<file path="src/rtl/rbdq_pkg.sv">
// ----------------------------------------------------------------------------
// rbdq_pkg
// Shared types and field widths for the ring buffer deque core and its
// storage cells.
// ----------------------------------------------------------------------------
package rbdq_pkg;

  // Fixed widths of the item fields on the ports.
  localparam int unsigned CMD_W    = 3;
  localparam int unsigned WORD_W   = 32;
  localparam int unsigned POS_W    = 4;
  localparam int unsigned STATUS_W = 2;
  localparam int unsigned OCC_W    = 5;

  typedef enum logic [CMD_W-1:0] {
    CMD_PUSH_BACK  = 3'd0,
    CMD_PUSH_FRONT = 3'd1,
    CMD_POP_BACK   = 3'd2,
    CMD_POP_FRONT  = 3'd3,
    CMD_READ       = 3'd4
  } cmd_e;

  typedef enum logic [STATUS_W-1:0] {
    ST_OK    = 2'd0,
    ST_FULL  = 2'd1,
    ST_EMPTY = 2'd2,
    ST_RANGE = 2'd3
  } status_e;

  // What every cell does at a clock edge.
  typedef enum logic [1:0] {
    CELL_HOLD       = 2'd0,
    CELL_PUSH_FRONT = 2'd1,  // take the word of the neighbor nearer the front
    CELL_POP_FRONT  = 2'd2,  // take the word of the neighbor nearer the back
    CELL_PUSH_BACK  = 2'd3   // the cell at the tail index loads the new word
  } cell_op_e;

endpackage

</file>
<file path="src/rtl/rbdq_cell.sv">
// ----------------------------------------------------------------------------
// rbdq_cell
// One storage cell of the deque chain. Holds one word and shifts it to or
// from its neighbors, or loads a new word when it sits at the tail.
// ----------------------------------------------------------------------------
module rbdq_cell import rbdq_pkg::*; #(
  parameter int unsigned DATA_WIDTH = 32,
  parameter int unsigned IDX_W      = 4,
  parameter int unsigned INDEX      = 0
) (
  input  logic                  clk_i,
  input  cell_op_e              op_i,
  input  logic [IDX_W-1:0]      tail_idx_i,
  input  logic [IDX_W-1:0]      sel_idx_i,
  input  logic [DATA_WIDTH-1:0] value_i,
  input  logic [DATA_WIDTH-1:0] prev_word_i,
  input  logic [DATA_WIDTH-1:0] next_word_i,
  output logic [DATA_WIDTH-1:0] word_o,
  output logic [DATA_WIDTH-1:0] rd_word_o
);

  localparam logic [IDX_W-1:0] MyIdx = IDX_W'(INDEX);

  logic [DATA_WIDTH-1:0] word_q, word_d;

  always_comb begin
    word_d = word_q;
    unique case (op_i)
      CELL_HOLD:       word_d = word_q;
      CELL_PUSH_FRONT: word_d = prev_word_i;
      CELL_POP_FRONT:  word_d = next_word_i;
      CELL_PUSH_BACK: begin
        if (tail_idx_i == MyIdx) begin
          word_d = value_i;
        end
      end
    endcase
  end

  always_ff @(posedge clk_i) begin
    word_q <= word_d;
  end

  assign word_o    = word_q;
  assign rd_word_o = (sel_idx_i == MyIdx) ? word_q : '0;

endmodule

</file>
<file path="src/rtl/ring_buffer_deque_core.sv">
// ----------------------------------------------------------------------------
// ring_buffer_deque_core
// Fixed-capacity double-ended queue of DEPTH words. Each input item is one
// command (push back, push front, pop back, pop front, read by position) and
// returns one result item: the removed or read word, a status and the new
// occupancy.
//
// Input channel: in_valid_i with command_i, value_i, position_i; the block
// drives in_stall_o. Output channel: out_valid_o with read_word_o, status_o,
// occupancy_o; the receiver drives out_stall_i.
// The words sit in a row of cells kept in order from the front. Front pushes
// and pops shift the whole row by one cell; back pushes load the cell at the
// occupancy index. Every command finishes in the cycle it is accepted, and
// its result is registered in the output register, so the block takes one
// item per cycle unless the output stalls; the cell updates set that rate.
// While a result waits under out_stall_i, in_stall_o is high and nothing
// moves. Reset empties the deque and clears the output valid; the cell
// contents stay undefined until written and are never read before then.
// ----------------------------------------------------------------------------
module ring_buffer_deque_core import rbdq_pkg::*; #(
  parameter int unsigned DEPTH      = 16,
  parameter int unsigned DATA_WIDTH = 32
) (
  input  logic                       clk_i,
  input  logic                       rst_ni,
  input  logic                       in_valid_i,
  output logic                       in_stall_o,
  input  logic [CMD_W-1:0]           command_i,
  input  logic signed [WORD_W-1:0]   value_i,
  input  logic [POS_W-1:0]           position_i,
  output logic                       out_valid_o,
  input  logic                       out_stall_i,
  output logic signed [WORD_W-1:0]   read_word_o,
  output logic [STATUS_W-1:0]        status_o,
  output logic [OCC_W-1:0]           occupancy_o
);

  localparam int unsigned IDX_W = $clog2(DEPTH);
  localparam int unsigned CNT_W = $clog2(DEPTH + 1);
  localparam logic [CNT_W-1:0] CntFull = CNT_W'(DEPTH);

  logic                  in_accept;
  logic [CNT_W-1:0]      cnt_q, cnt_d, cnt_m1;
  logic                  full, empty;
  cell_op_e              cell_op;
  logic [IDX_W-1:0]      sel_idx;
  logic                  word_en;
  status_e               status;
  logic [DATA_WIDTH-1:0] value_w;
  logic [DATA_WIDTH-1:0] rd_word;

  logic [DATA_WIDTH-1:0] cell_word [DEPTH];
  logic [DATA_WIDTH-1:0] cell_rd   [DEPTH];

  logic                  out_valid_q, out_valid_d;
  logic [WORD_W-1:0]     read_word_q;
  logic [STATUS_W-1:0]   status_q;
  logic [OCC_W-1:0]      occupancy_q;

  assign in_stall_o = out_valid_q & out_stall_i;
  assign in_accept  = in_valid_i & ~in_stall_o;

  assign full    = (cnt_q == CntFull);
  assign empty   = (cnt_q == '0);
  assign cnt_m1  = cnt_q - CNT_W'(1);
  assign value_w = DATA_WIDTH'($unsigned(value_i));

  always_comb begin
    cnt_d   = cnt_q;
    cell_op = CELL_HOLD;
    sel_idx = '0;
    word_en = 1'b0;
    status  = ST_OK;
    unique case (command_i)
      CMD_PUSH_BACK: begin
        if (full) begin
          status = ST_FULL;
        end else begin
          cell_op = CELL_PUSH_BACK;
          cnt_d   = cnt_q + CNT_W'(1);
        end
      end
      CMD_PUSH_FRONT: begin
        if (full) begin
          status = ST_FULL;
        end else begin
          cell_op = CELL_PUSH_FRONT;
          cnt_d   = cnt_q + CNT_W'(1);
        end
      end
      CMD_POP_BACK: begin
        if (empty) begin
          status = ST_EMPTY;
        end else begin
          sel_idx = cnt_m1[IDX_W-1:0];
          word_en = 1'b1;
          cnt_d   = cnt_m1;
        end
      end
      CMD_POP_FRONT: begin
        if (empty) begin
          status = ST_EMPTY;
        end else begin
          cell_op = CELL_POP_FRONT;
          word_en = 1'b1;
          cnt_d   = cnt_m1;
        end
      end
      CMD_READ: begin
        if (empty) begin
          status = ST_EMPTY;
        end else if (int'(position_i) >= int'(cnt_q)) begin
          status = ST_RANGE;
        end else begin
          sel_idx = IDX_W'(position_i);
          word_en = 1'b1;
        end
      end
      default: begin
        // Unknown commands leave the deque alone and report success.
        status = ST_OK;
      end
    endcase
    // The cells only move on an accepted item.
    if (!in_accept) begin
      cell_op = CELL_HOLD;
    end
  end

  // The row of cells. Cell 0 is the front; a front push feeds it the new
  // word, and the last cell refills with its own word on a front pop.
  for (genvar i = 0; i < DEPTH; i++) begin : g_cell
    logic [DATA_WIDTH-1:0] prev_word;
    logic [DATA_WIDTH-1:0] next_word;

    if (i == 0) begin : g_first
      assign prev_word = value_w;
    end else begin : g_mid
      assign prev_word = cell_word[i-1];
    end

    if (i == DEPTH - 1) begin : g_last
      assign next_word = cell_word[i];
    end else begin : g_inner
      assign next_word = cell_word[i+1];
    end

    rbdq_cell #(
      .DATA_WIDTH (DATA_WIDTH),
      .IDX_W      (IDX_W),
      .INDEX      (i)
    ) u_cell (
      .clk_i       (clk_i),
      .op_i        (cell_op),
      .tail_idx_i  (cnt_q[IDX_W-1:0]),
      .sel_idx_i   (sel_idx),
      .value_i     (value_w),
      .prev_word_i (prev_word),
      .next_word_i (next_word),
      .word_o      (cell_word[i]),
      .rd_word_o   (cell_rd[i])
    );
  end

  // Only the selected cell drives a nonzero word, so an OR collects it.
  always_comb begin
    rd_word = '0;
    for (int i = 0; i < DEPTH; i++) begin
      rd_word = rd_word | cell_rd[i];
    end
  end

  assign out_valid_d = in_accept | (out_valid_q & out_stall_i);

  always_ff @(posedge clk_i or negedge rst_ni) begin
    if (!rst_ni) begin
      cnt_q       <= '0;
      out_valid_q <= 1'b0;
    end else begin
      out_valid_q <= out_valid_d;
      if (in_accept) begin
        cnt_q <= cnt_d;
      end
    end
  end

  always_ff @(posedge clk_i) begin
    if (in_accept) begin
      read_word_q <= word_en ? WORD_W'(rd_word) : '0;
      status_q    <= status;
      occupancy_q <= OCC_W'(cnt_d);
    end
  end

  assign out_valid_o = out_valid_q;
  assign read_word_o = $signed(read_word_q);
  assign status_o    = status_q;
  assign occupancy_o = occupancy_q;

endmodule
</file>
<file path="config.mk">
export PLATFORM = sky130hd
export DESIGN_NAME = ring_buffer_deque_core
export DESIGN_NICKNAME = d
export VERILOG_FILES = /design/src/rtl/rbdq_pkg.sv /design/src/rtl/rbdq_cell.sv /design/src/rtl/ring_buffer_deque_core.sv
export SDC_FILE = /design/constraint.sdc
export NUM_CORES = 1
export LEC_CHECK = 0
export CORE_ASPECT_RATIO = 0.9
export CORE_MARGIN = 8
export CORE_UTILIZATION = 59
export DETAILED_ROUTE_END_ITERATION = 16
export DONT_BUFFER_PORTS = 1
export PLACE_DENSITY = 0.78
export SLEW_MARGIN = 20
export SYNTH_ARGS = -nofsm -noshare
export SYNTH_HDL_FRONTEND = slang
export SYNTH_HIERARCHICAL = 1
export SYNTH_SLANG_ARGS = --single-unit
</file>
<file path="constraint.sdc">
create_clock -name clk_i -period 5.2 [get_ports clk_i]
set_clock_uncertainty 0.15 [all_clocks]
set_input_delay 0.52 -clock clk_i [delete_from_list [all_inputs] [get_ports clk_i]]
set_output_delay 0.52 -clock clk_i [all_outputs]
set_load 0.05 [all_outputs]
</file>
Word-level counts from Yosys, hierarchy flattened

Index checks and enable logic that the tools add are counted.

Flip-flop bits (word level): 557
Output and inout bits: 41

Add/sub/neg operators: 2
Magnitude comparators: 1
Eq/ne operators: 54
Mux-type cells: 69
Bitwise logic cells: 21
Reduce and logical (&&, ||, !) cells: 24

Operators with widths:

| operator                                             | number |
|---|---|
| case mux 32 bit (3 select lines)                     | 15 |
| 2-to-1 mux 32 bit                                    | 32 |
| bitwise OR 32 bit                                    | 15 |
| equality test 4 bit (second input constant)          | 16 |
| case mux 32 bit (2 select lines)                     | 1 |
| equality test 4 x 3 -> 1 bit (second input constant) | 8 |
| != test 2 x 1 -> 1 bit (second input constant)       | 16 |
| AND reduction 2 bit                                  | 16 |
| equality test 4 x 2 -> 1 bit (second input constant) | 4 |
| 2-to-1 mux 2 bit                                     | 6 |
| 2-to-1 mux 4 bit                                     | 3 |
| case mux 2 bit (3 select lines)                      | 2 |
| 2-to-1 mux 5 bit                                     | 2 |
| case mux 5 bit (2 select lines)                      | 1 |
| equality test 4 x 1 -> 1 bit (second input constant) | 2 |
| zero test 4 bit                                      | 2 |
| case mux 4 bit (2 select lines)                      | 1 |
| equality test 3 x 2 -> 1 bit (second input constant) | 2 |
| OR reduction 2 bit                                   | 3 |
| adder 5 x 1 -> 5 bit (second input constant)         | 1 |
| equality test 5 bit (second input constant)          | 1 |
| >= comparator 4 x 5 -> 1 bit                         | 1 |
| zero test 5 bit                                      | 1 |
| 2-to-1 mux 1 bit                                     | 5 |
| 11 further kinds                                     | 15 |

Logic depth before layout (Yosys ltp)

Depth in word-level cells: 21
Gate-level depth with buffers: 15

Cells and area by module

Netlist, hierarchy kept.

Modules (own cells, without submodules):

| module                             | instances | cells each | area an instance (um^2) |
|---|---|---|---|
| rbdq_cell at g_cell[10].u_cell ... | 6         | 179        | 1926.8 |
| rbdq_cell at g_cell[11].u_cell ... | 4         | 179        | 1919.3 |
| rbdq_cell at g_cell[1].u_cell ...  | 4         | 179        | 1918.1 |
| ring_buffer_deque_core             | 1         | 361        | 3285.7 |
| rbdq_cell at g_cell[15].u_cell     | 1         | 179        | 1914.3 |
| rbdq_cell at g_cell[0].u_cell      | 1         | 178        | 1896.8 |

Least setup slack after synthesis

OpenSTA, ideal clock, no wires.

Kind: register to register
Start point: reg out_valid_q, in the netlist out_valid_o
End point: reg g_cell[0].u_cell.word_q[0] (enable)
Library setup time: 0.432 ns
Arrival time: 5.512 ns
Data required time: 4.618 ns
Setup slack: -0.893 ns
Stages on the path, launching flop included: 9
Path through: dfrtp_1 > nand2_1 > nand2_1 > inv_1 > nand2b_1 > a21oi_1 > buf_2 > nor2_1 > a21oi_1

Word-level cells in the longest chain between the ends: 7
Elaborated cells on any way between the ends: 9
Those cells by class: eq/ne (2); mux (1); bitwise (4); reduce/logical (2)

Ends and longest elaborated chain:

| item                                                               | line                          | source |
|---|---|---|
| start, declared                                                    | ring_buffer_deque_core.sv:55  | `logic out_valid_q, out_valid_d;` |
| start signal, assigned                                             | ring_buffer_deque_core.sv:180 | `out_valid_q <= out_valid_d;` |
| AND 1 bit *                                                        | ring_buffer_deque_core.sv:60  | `assign in_stall_o = out_valid_q & out_stall_i;` |
| inverter 1 bit *                                                   | ring_buffer_deque_core.sv:61  | `assign in_accept = in_valid_i & ~in_stall_o;` |
| AND 1 bit *                                                        | ring_buffer_deque_core.sv:61  |  |
| named net in_accept                                                | ring_buffer_deque_core.sv:42  | `logic in_accept;` |
| 2-to-1 mux 2 bit *                                                 | ring_buffer_deque_core.sv:125 | `if (!in_accept) begin` |
| named net cell_op[1]                                               | ring_buffer_deque_core.sv:45  | `cell_op_e cell_op;` |
| equality test 2 bit or zero test 2 bit (tied branches)             | rbdq_cell.sv:28               | `unique case (op_i)` |
| != test 2 x 1 -> 1 bit (no line) or inverter 1 bit (tied branches) | n/a                           |  |
| AND reduction 2 bit (no line) *                                    | n/a                           |  |
| end signal, assigned                                               | rbdq_cell.sv:41               | `word_q <= word_d;` |
| end, declared                                                      | rbdq_cell.sv:24               | `logic [DATA_WIDTH-1:0] word_q, word_d;` |

The timed path passes the listed nets; every way through them passes the cells marked *.
A chain may end at the register's enable or synchronous reset.

==> summary.txt <==
Status
  – Status: complete, no violations

Synth
  – Synth Area per Inst: 10.5 µm²
  – Distinct cells, synth: 55
  – Synth Register Bits: 557
  – Primary FF master, synth: edfxtp_1
  – YS warnings: 6
  – Share of the synthesized area in the top cell type: 0.487
  – Synth Instances: 3,224
  – Ys async rst share: 0.0108
  – Synth top area cells: edfxtp_1, mux2i_1, and2_1
  – EDFF count, synth: 551
  – Synthesized area: 0.0340 mm²
  – Synth area leader: edfxtp_1
  – Mapped Nets: 3,274
  – Sequential area share after synthesis: 0.491

Floorplanning
  – Die height: 244 µm
  – Total core area: 0.0570 mm²
  – Initial Utilization: 0.596
  – Placement Rows: 83
  – Die area: 0.0656 mm²
  – Die W: 269 µm
  – # IOs: 84

Clocking
  – Clock root cell: clkbuf_16
  – CTS tree: built
  – Reg clk slew, reported paths: 0.07 ns
  – # H-tree levels: 2
  – CTS buffer count: 60
  – Post-cts resize count: 0
  – CTS Sinks: 557
  – Clk_lat worst skew: 0.64 ns
  – CTS Buffer Depth: 3

Routing
  – Vias: 25,500
  – Avg Vias per Cell: 6.43
  – Starting DRT DRC Count: 3,299
  – WL/cell: 25.0 µm
  – Final wirelength: 98,900 µm
  – First-pass DRT Iterations: 6
  – Number of remaining DRC errors: 0
  – DRT antenna net count: 0

Global routing
  – Vias in the first global route: 23,900
  – First-pass GRT wire length: 148,000 µm
  – Global Route Usage Sum: 0.292
  – Initial antenna violation count: 1
  – Total gr overflow: 0
  – Largest net degree at the start of global routing: 274

Place
  – Post-Place Cells: 3,809
  – HPWL Detailed: 53,800 µm
  – Placed inst area: 0.0339 mm²
  – PortBufs: 0
  – GP Congestion: 0.857

Layout
  – Fin cells: 3,957
  – Fin nets: 3,192
  – Commonest non-fill, non-tap cell in the layout: nor2_1
  – Most frequent cells in the layout: nor2_1, edfxtp_1, a21oi_1
  – Layout area overhead: 6.01%
  – Share of cells above drive strength 1: 0.0852
  – Final instance area: 0.0361 mm²

Critical path
  – CP startpoint: cnt_q[0]
  – Worst Reg-to-Reg Cells: 14
  – WS Path Type: reg2reg
  – Crit path required time: 5.40 ns
  – Critical path data arrival time: 4.66 ns
  – Setup crit end: read_word_o[12]
  – FF-to-FF End: read_word_o[12]
  – Startpoint types: flip-flop
  – Reg-to-Reg Start: cnt_q[0]
  – Critical Path Sink Type: flip-flop
  – Worst Path Max Fanout: 27
  – Reg2reg setup slack: 0.74 ns

STA
  – Slew Viols, Final: 0
  – Unrepaired setup endpoints after global routing: false
  – Setup violators final: 0
  – Normalized max-slew margin: 0.100
  – Fin crit period: 4.46 ns
  – Worst Hold Slack: 0.0286 ns
  – Total negative slack: 0 ns
  – Fmax: 224 MHz
  – Final critical-path share of the clock period: 0.857
  – Worst slew pin tran: 1.35 ns
  – Final Hold Vio Count: 0

Power
  – Leakage: 0.0122 µW
  – P per Cell Area: 341 mW/mm²
  – Worst VDD drop: 320 µV

Job
  – Max Cap Violations: 0

Hold path
  – Worst hold stages: 2
  – Hold Path Class: in2reg
-- area by class of cell --
cell class	instances	area (µm²)
fillers	4399	21000
flip-flops and latches	557	16700
multi-input cells	2423	15700
clock buffers	72	1550
well taps	765	957
repair buffers	91	886
clock inverters	39	275
inverters	9	33.8
diodes	1	2.50
-- what timing repair did --
action | 4_1_cts | 5_1_grt
endpoints found under the hold margin | 44 | 0
hold buffers | 36 | 0
buffers inserted | 0 | 0
-- kinds of logic (layout without fill, tap and decap cells) --
family / count (synthesis) / after routing / synth area share
buffers and inverters: 244 / 211 / 0.0552
other: 0 / 1 / 0
multiplexers: 515 / 515 / 0.152
flip-flops: 557 / 557 / 0.491
AO/OA/AOI/OAI: 569 / 569 / 0.0852
AND/OR/NAND/NOR: 1329 / 1329 / 0.214
adder cells (fa/ha/maj): 7 / 7 / 0.00258
XOR/XNOR: 3 / 3 / 0.000773
-- state kept, by name, indices dropped and copies added, names as in the netlist --
signal	flops
out_valid_o	1
read_word_o	32
g_cell.u_cell/word_o	512
status_o	2
occupancy_o	5
cnt_q	5
-- cells in the mapped netlist, drive strengths merged (2+ instances only) --
cell type  count
nand3          3
and2         529
mux2           2
nand4b         4
nand2         10
o21ai         13
nand4          3
clkbuf        71
nor4b          5
ha             7
mux2i        513
or4b           5
and4b          4
a31oi          3
nor3           4
edfxtp       551
o22ai          2
nor2         575
buf          164
and4bb         6
nor2b          3
dfrtp          6
a22o           3
and4          33
a21oi        540
inv            9
nand2b         4
nor4         129
xor2           2
or3            2
nand4bb        7
-- routing by layer --
layer / track usage / routed length (µm) / share of wire / up-vias
met4: 0.104 / 3490 / 0.035 / 0
met5: 0 / 0 / 0 / -
met2: 0.441 / 44000 / 0.44 / 1432
li1: - / - / - / 11500
met3: 0.0727 / 11500 / 0.12 / 237
met1: 0.407 / 40000 / 0.40 / 12300
-- worst max-delay path, stage by stage (launching register included) --
cell      delay (ns)
dfrtp_1         0.35
buf_4           0.27
ha_1            0.28
nor2b_1         0.12
o21ai_0         0.14
a31oi_1         0.35
a31oi_1         0.14
nor2_1          0.33
buf_4           0.29
and4bb_2        0.53
buf_4           0.35
and2_1          0.20
nor4_1          0.36
and4_1          0.24
nor2_1          0.04
-- report_power, final --
part,leakage [µW],internal [µW],total (µW),switching [µW]
registers,0.00516,5450,5880,425
logic,0.00611,862,2330,1470
clock network,0.000888,2250,4100,1840
-- through the flow --
step | worst slack [ns] | power (µW) | utilization
finish | 0.745 | 12300 | 0.632
global route | 0.470 | 12700 | 0.632
CTS | 0.875 | 12300 | 0.632
detailed placement | 0.912 | 8200 | 0.594
global placement | 1.02 | 8100 | 0.594
floorplan | 0.487 | 7530 | -
-- worst min-delay path by stage --
| stage | slack, ns | start | endpoint |
|---|---|---|---|
| after floorplan | 0.07 | rst_ni | cnt_q[0] |
| after global placement | 0.07 | rst_ni | out_valid_o |
| after detailed placement | 0.07 | rst_ni | cnt_q[4] |
| after CTS | 0.004 | value_i[23] | g_cell[0].u_cell/word_o[23] |
| after global routing | 0.02 | value_i[6] | g_cell[3].u_cell/word_o[6] |
| final | 0.03 | value_i[23] | g_cell[0].u_cell/word_o[23] |
Power figures use the tool's default switching activity.
